### src/rtl/spq_pkg.sv
// Shared types and constants for the stable sorted priority queue.
// No dependencies.
package spq_pkg;

  localparam int CAPACITY  = 16;
  localparam int PRIO_BITS = 8;
  localparam int VALUE_W   = 32;
  localparam int PRIO_W    = 8;
  localparam int FILL_W    = 5;
  localparam int CNT_W     = $clog2(CAPACITY + 1);

  localparam logic OP_INSERT = 1'b0;
  localparam logic OP_REMOVE = 1'b1;

  localparam logic [1:0] ST_OK    = 2'd0;
  localparam logic [1:0] ST_EMPTY = 2'd1;
  localparam logic [1:0] ST_FULL  = 2'd2;

  typedef struct packed {
    logic                 valid;
    logic [PRIO_BITS-1:0] prio;
    logic [VALUE_W-1:0]   value;
  } entry_t;

  // broadcast to every cell
  typedef struct packed {
    logic                 ins;
    logic                 rem;
    logic [PRIO_BITS-1:0] prio;
    logic [VALUE_W-1:0]   value;
  } cmd_t;

endpackage

### src/rtl/stable_sorted_priority_queue.sv
// The result strobe (done) is registered from accept and rises in the cycle after the item is accepted.
// Throughput: one item per cycle while busy is low; every cell of the chain shifts in the same cycle.
// busy is high only while rst is high and the cycle after; the receiver cannot stall.
// Reset (rst, synchronous) empties the queue; entry payloads are not cleared.
// Top level of the stable sorted priority queue; depends on spq_pkg and spq_cell.
module stable_sorted_priority_queue (
  input  logic        clk,
  input  logic        rst,
  input  logic        start,
  output logic        busy,
  input  logic        op,
  input  logic signed [31:0] value_in,
  input  logic [7:0]  prio_in,
  output logic        done,
  output logic signed [31:0] value_out,
  output logic [7:0]  prio_out,
  output logic [1:0]  status,
  output logic [4:0]  fill_level
);
  import spq_pkg::*;

  entry_t            ent   [CAPACITY];
  logic              place [CAPACITY];
  cmd_t              cmd;
  logic              rst_q;
  logic              accept;
  logic              full;
  logic              empty;
  logic [CNT_W-1:0]  count;
  logic [CNT_W-1:0]  count_next;
  logic [CAPACITY-1:0] valid_vec;

  always_ff @(posedge clk) begin
    rst_q <= rst;
  end

  assign busy   = rst || rst_q;
  assign accept = start && !busy;
  assign full   = ent[CAPACITY-1].valid;
  assign empty  = !ent[0].valid;

  assign cmd.ins   = accept && (op == OP_INSERT) && !full;
  assign cmd.rem   = accept && (op == OP_REMOVE) && !empty;
  assign cmd.prio  = prio_in[PRIO_BITS-1:0];
  assign cmd.value = value_in;

  genvar g;
  generate
    for (g = 0; g < CAPACITY; g++) begin : g_cell
      entry_t left_ent;
      entry_t right_ent;
      logic   left_pl;
      if (g == 0) begin : g_head
        assign left_ent = '0;
        assign left_pl  = 1'b0;
      end else begin : g_mid
        assign left_ent = ent[g-1];
        assign left_pl  = place[g-1];
      end
      if (g == CAPACITY - 1) begin : g_tail
        assign right_ent = '0;
      end else begin : g_body
        assign right_ent = ent[g+1];
      end
      assign valid_vec[g] = ent[g].valid;

      spq_cell u_cell (
        .clk        (clk),
        .rst        (rst),
        .cmd        (cmd),
        .left       (left_ent),
        .left_place (left_pl),
        .right      (right_ent),
        .ent        (ent[g]),
        .place      (place[g])
      );
    end
  endgenerate

  always_comb begin
    count_next = count;
    if (cmd.ins) begin
      count_next = count + CNT_W'(1);
    end else if (cmd.rem) begin
      count_next = count - CNT_W'(1);
    end
  end

  always_ff @(posedge clk) begin
    if (rst) begin
      count <= '0;
      done  <= 1'b0;
    end else begin
      count <= count_next;
      done  <= accept;
    end
  end

  always_ff @(posedge clk) begin
    if (accept) begin
      value_out  <= '0;
      prio_out   <= '0;
      status     <= ST_OK;
      fill_level <= FILL_W'(count_next);
      if (op == OP_INSERT) begin
        if (full) begin
          status <= ST_FULL;
        end
      end else if (empty) begin
        status <= ST_EMPTY;
      end else begin
        value_out <= ent[0].value;
        prio_out  <= PRIO_W'(ent[0].prio);
      end
    end
  end

`ifndef SYNTHESIS
  a_done_follows: assert property (@(posedge clk) disable iff (rst)
    accept |=> done)
    else $error("accepted item produced no result strobe");

  a_count_match: assert property (@(posedge clk) disable iff (rst)
    $countones(valid_vec) == int'(count))
    else $error("fill count disagrees with valid cells");

  a_full_level: assert property (@(posedge clk) disable iff (rst)
    done && (status == ST_FULL) |-> (int'(fill_level) == (CAPACITY % 32)))
    else $error("dropped insert reported while not full");

  a_prefix: assert property (@(posedge clk) disable iff (rst)
    ((valid_vec & (valid_vec + CAPACITY'(1))) == '0))
    else $error("valid cells do not form a prefix");
`endif

endmodule

### src/rtl/spq_cell.sv
// One slot of the sorted queue: holds an entry, shifts right on insert, left on remove.
// Depends on spq_pkg.
module spq_cell (
  input  logic            clk,
  input  logic            rst,
  input  spq_pkg::cmd_t   cmd,
  input  spq_pkg::entry_t left,
  input  logic            left_place,
  input  spq_pkg::entry_t right,
  output spq_pkg::entry_t ent,
  output logic            place
);
  import spq_pkg::*;

  // new item belongs at or before this slot (ties go behind)
  assign place = !ent.valid || (ent.prio > cmd.prio);

  // payload is not cleared by reset; only the valid bit is
  always_ff @(posedge clk) begin
    if (rst) begin
      ent.valid <= 1'b0;
    end else if (cmd.ins) begin
      if (left_place) begin
        ent.valid <= left.valid;
      end else if (place) begin
        ent.valid <= 1'b1;
      end
    end else if (cmd.rem) begin
      ent.valid <= right.valid;
    end

    if (cmd.ins) begin
      if (left_place) begin
        ent.prio  <= left.prio;
        ent.value <= left.value;
      end else if (place) begin
        ent.prio  <= cmd.prio;
        ent.value <= cmd.value;
      end
    end else if (cmd.rem) begin
      ent.prio  <= right.prio;
      ent.value <= right.value;
    end
  end

endmodule
### config.mk
export PLATFORM = sky130hd
export DESIGN_NAME = stable_sorted_priority_queue
export DESIGN_NICKNAME = d
export VERILOG_FILES = /design/src/rtl/spq_pkg.sv /design/src/rtl/stable_sorted_priority_queue.sv /design/src/rtl/spq_cell.sv
export SDC_FILE = /design/constraint.sdc
export NUM_CORES = 2
export LEC_CHECK = 0
export ABC_CLOCK_PERIOD_IN_PS = 13800
export BUFFER_PORTS_ARGS = -buffer_cell sky130_fd_sc_hd__buf_2
export CAP_MARGIN = 20
export CORE_AREA = 2 2 274 276
export CTS_CLUSTER_DIAMETER = 60
export DETAILED_ROUTE_END_ITERATION = 7
export DIE_AREA = 0 0 276 278
export GPL_ROUTABILITY_DRIVEN = 1
export MAX_ROUTING_LAYER = met4
export PLACE_DENSITY_LB_ADDON = 0.08
export SLEW_MARGIN = 30
export SYNTH_ARGS = -nofsm -noshare
export SYNTH_HDL_FRONTEND = slang
export SYNTH_SLANG_ARGS = --single-unit
### constraint.sdc
create_clock -name clk -period 13.8 [get_ports clk]
set_input_delay 2.76 -clock clk [delete_from_list [all_inputs] [get_ports clk]]
set_output_delay 2.76 -clock clk [all_outputs]
set_load 0.05 [all_outputs]
==> flow_summary.json <==
{
  "gr-total-overflow": 0,
  "detailedPlacementHpwl_um": 61300,
  "fmax_mhz": 157,
  "via_count": 27800,
  "async_flop_share": 0,
  "syn_inst": 3389,
  "dp_cells": 4196,
  "boundaryPins": 93,
  "peakVddDrop_mv": 0.0721,
  "crit_fanout": 212,
  "holdCritPathClass": "reg -> reg",
  "synth-main-ff-cell": "edfxtp_1",
  "min-delay-start": "g_cell[14].u_cell.ent[40]",
  "synth_adder_area_share": 0.0416,
  "cts_hold_repair.buffers": 0,
  "leakagePower_nw": 13.9,
  "ys_seq_elements": 710,
  "fin_hold_viols": 0,
  "mappedNetlistArea_um2": 36700,
  "detail_route.iter0.violations": 2777,
  "synth_simple_gate_area_frac": 0.158,
  "timing.slew.headroom": 0.328,
  "area_growth_pct": 9.42,
  "critPathRequiredTime_ns": 14.25,
  "critPathArrivalTime_ns": 6.82,
  "r2r_depth": 7,
  "post_synth_main_area_contributors": "edfxtp_1, o211ai_1, nand2_1",
  "drive_gt1_frac": 0.0905,
  "combinational_family_with_the_most_area_after_synthesis": "simple AND/OR/NAND/NOR gates",
  "yosys_warnings": 0,
  "synth.lib_cells_used.distinct": 50,
  "min_period_ns": 6.37,
  "ys_seq_area_frac": 0.575,
  "clock_latency_ns": 0.63,
  "finish.cell_count_without_fillers": 4345,
  "clockBufferDepth": 3,
  "timing.final.max_slew_violations": 0,
  "crit_type": "in -> reg",
  "max-cap-violations": 0,
  "min_period_over_period": 0.462,
  "flop2flop_setup_slack_ns": 9.55,
  "die_x_um": 276,
  "worstSetupEndpointType": "flop",
  "timing.setup.tns_ns": 0,
  "drc": 7,
  "postCtsSetupRepairBufs": 0,
  "crit_path_start_kind": "input pin",
  "design.final.nets": 3477,
  "rr_endpoint": "g_cell[11].u_cell.ent[23]",
  "post_drt_wl_per_cell_um": 24.8,
  "placement.io_buffers": 92,
  "worst-slew-pin-transition_ns": 1.01,
  "setup_repair_after_global_routing_missed_its_margin": "false",
  "cts_tree": "built",
  "hold_end": "g_cell[13].u_cell.ent[40]",
  "synthesized_area_fraction_occupied_by_ao_oa_aoi_and_oai_cells": 0.127,
  "total_clock_buffers_created_by_cts": 82,
  "drt_pre_antenna_iters": 8,
  "syn_area_per_cell_um2": 10.8,
  "floorplan.initialDensity": 0.497,
  "hold_path_depth": 2,
  "std_cell_rows": 100,
  "finalWeightedCongestion": 0.855,
  "netlist.area_leader.share": 0.562,
  "grt_antenna_before_repair": 4,
  "clock_pin_slew_worst_setup_and_hold_paths_ns": 0.06,
  "die_height_um": 278,
  "first_global_vias": 27300,
  "vias_per_cell": 6.40,
  "outcome": "finished, violations left",
  "postcts_resize_cnt": 0,
  "coreArea_um2": 73800,
  "ctsHtreeMaxLevel": 3,
  "violations_in_the_final_reports": "DRC",
  "power_density_over_cell_area_nw_per_um2": 120,
  "clock_sinks": 710,
  "synth_edf_count": 687,
  "setup_viol_count_final": 0,
  "yosys.area_share.xor_xnor": 0.000955,
  "synthesis.nets": 3555,
  "fin_skew_ns": 0.0192,
  "yosysTopAreaCell": "edfxtp_1",
  "grt_util_all_layers": 0.285,
  "synth.mux.area_fraction": 0.0535,
  "regToRegStartpoint": "rst_q",
  "wl_um": 108000,
  "cts_root_buf": "clkbuf_16",
  "die-area_um2": 76700,
  "pin_count_of_the_biggest_net_entering_global_routing": 213,
  "antenna_violating_nets_post_route": 0,
  "first_pass_grt_wire_length_um": 165000
}
[flip-flops by register name, summed over array words and instances, names as in the netlist]
register           cells
value_out             32
status                 2
count                  5
g_cell.u_cell.ent    656
prio_out               8
done                   1
rst_q                  1
fill_level             5
[critical path, stage by stage]
cell	delay [ns]
buf_2	0.24
or3b_4	0.47
nor3_4	0.17
buf_12	0.58
buf_4	0.88
buf_12	0.67
nand2_1	0.48
o211ai_1	0.30
[per-layer routing]
layer  routed length [um]  share of wire  track usage  up-vias
met1                47100           0.44        0.388    14000
met4                 2750          0.025       0.0839        0
met3                 8050          0.075       0.0386      155
met5                    0              0            -        -
li1                     -              -            -    12600
met2                50000           0.46        0.450     1074
[area by class of cell]
type	instances	area (um2)
Antenna cell	4	10.0
Clock buffer	106	2250
Clock inverter	39	239
Fill cell	6446	33700
Inverter	46	173
Multi-Input combinational cell	2320	14200
Sequential cell	710	21100
Tap cell	969	1210
Timing Repair Buffer	151	940
[worst max-delay path by stage]
stage                                           end  start  cells past startpoint  slack [ns]
after floorplan            g_cell[10].u_cell.ent[0]    rst                      7        6.81
after global placement     g_cell[6].u_cell.ent[15]    rst                      8        6.91
after detailed placement   g_cell[6].u_cell.ent[13]    rst                      8        6.80
after CTS                   g_cell[6].u_cell.ent[9]    rst                      8        7.45
final                     g_cell[11].u_cell.ent[23]    rst                      8        7.43
after global routing       g_cell[6].u_cell.ent[33]    rst                      8        7.06
[logic make-up after synthesis]
kind of cell	after synthesis
AO/OA/AOI/OAI	680
AND/OR/NAND/NOR	1318
adder cells (fa/ha/maj)	122
XOR/XNOR	4
flip-flops	710
multiplexers	196
buffers and inverters	359
[cell usage after synthesis, types with 4 or more instances]
master / number
edfxtp_1: 687
nand2_1: 567
nand3_1: 405
o211ai_1: 405
nor2_1: 227
mux2i_1: 196
buf_2: 189
a21oi_1: 186
ha_1: 122
clkbuf_1: 111
inv_1: 45
and3_1: 41
nand4_1: 30
dfxtp_1: 23
a211oi_1: 15
nor2b_1: 14
a31oi_1: 13
or3_1: 12
o21ai_0: 10
a311oi_1: 9
buf_4: 8
and2_1: 7
and4b_1: 7
o221ai_1: 7
a211o_1: 4
a21o_1: 4
a22oi_1: 4
o2111ai_1: 4
o22ai_1: 4
o41ai_1: 4
[stage by stage]
| stage | instance area (um2) | util | hold WS, ns | setup slack, ns | power (W) |
|---|---|---|---|---|---|
| CTS | 40100 | 0.544 | 0.506 | 7.45 | 0.00483 |
| global placement | 37600 | 0.510 | 0.481 | 6.91 | 0.00277 |
| finish | 40200 | 0.544 | 0.504 | 7.43 | 0.00480 |
| detailed placement | 37600 | 0.510 | 0.498 | 6.80 | 0.00278 |
| global route | 40200 | 0.544 | 0.538 | 7.06 | 0.00494 |
| floorplan | 36700 | - | 0.468 | 6.81 | 0.00267 |
[report_power, final]
group          internal [W]  switching (W)
Combinational     0.0000898       0.000220
Sequential          0.00240      0.0000238
Clock               0.00117       0.000899
[cells in the final DEF, fill, tap and decap left out, types with 4 or more instances in the layout]
master     Yosys  routed
a311oi_1       9       9
buf_4          8      54
a22oi_1        4       4
nor2_1       227     227
or3_1         12      11
clkbuf_16      0      86
ha_1         122     122
a31oi_4        0       9
and4b_1        7       7
clkbuf_1     111      18
diode_2        0       4
a31oi_1       13       4
o2111ai_1      4       4
nor2b_1       14      14
and3_1        41      41
edfxtp_1     687     687
nand4_1       30      30
a211oi_1      15      15
clkinv_2       0      15
o211ai_1     405     405
o221ai_1       7       7
inv_1         45      44
nand2_1      567     566
dfxtp_1       23      22
clkinv_1       0      14
a21o_1         4       4
o21ai_0       10      10
o41ai_2        1       4
and2_4         0       7
a21oi_4        0       4
o22ai_1        4       4
a21oi_1      186     182
mux2i_1      196     196
nand3_1      405     405
a211o_1        4       4
buf_2        189      92
No activity file was read; power rests on OpenSTA's default activity.
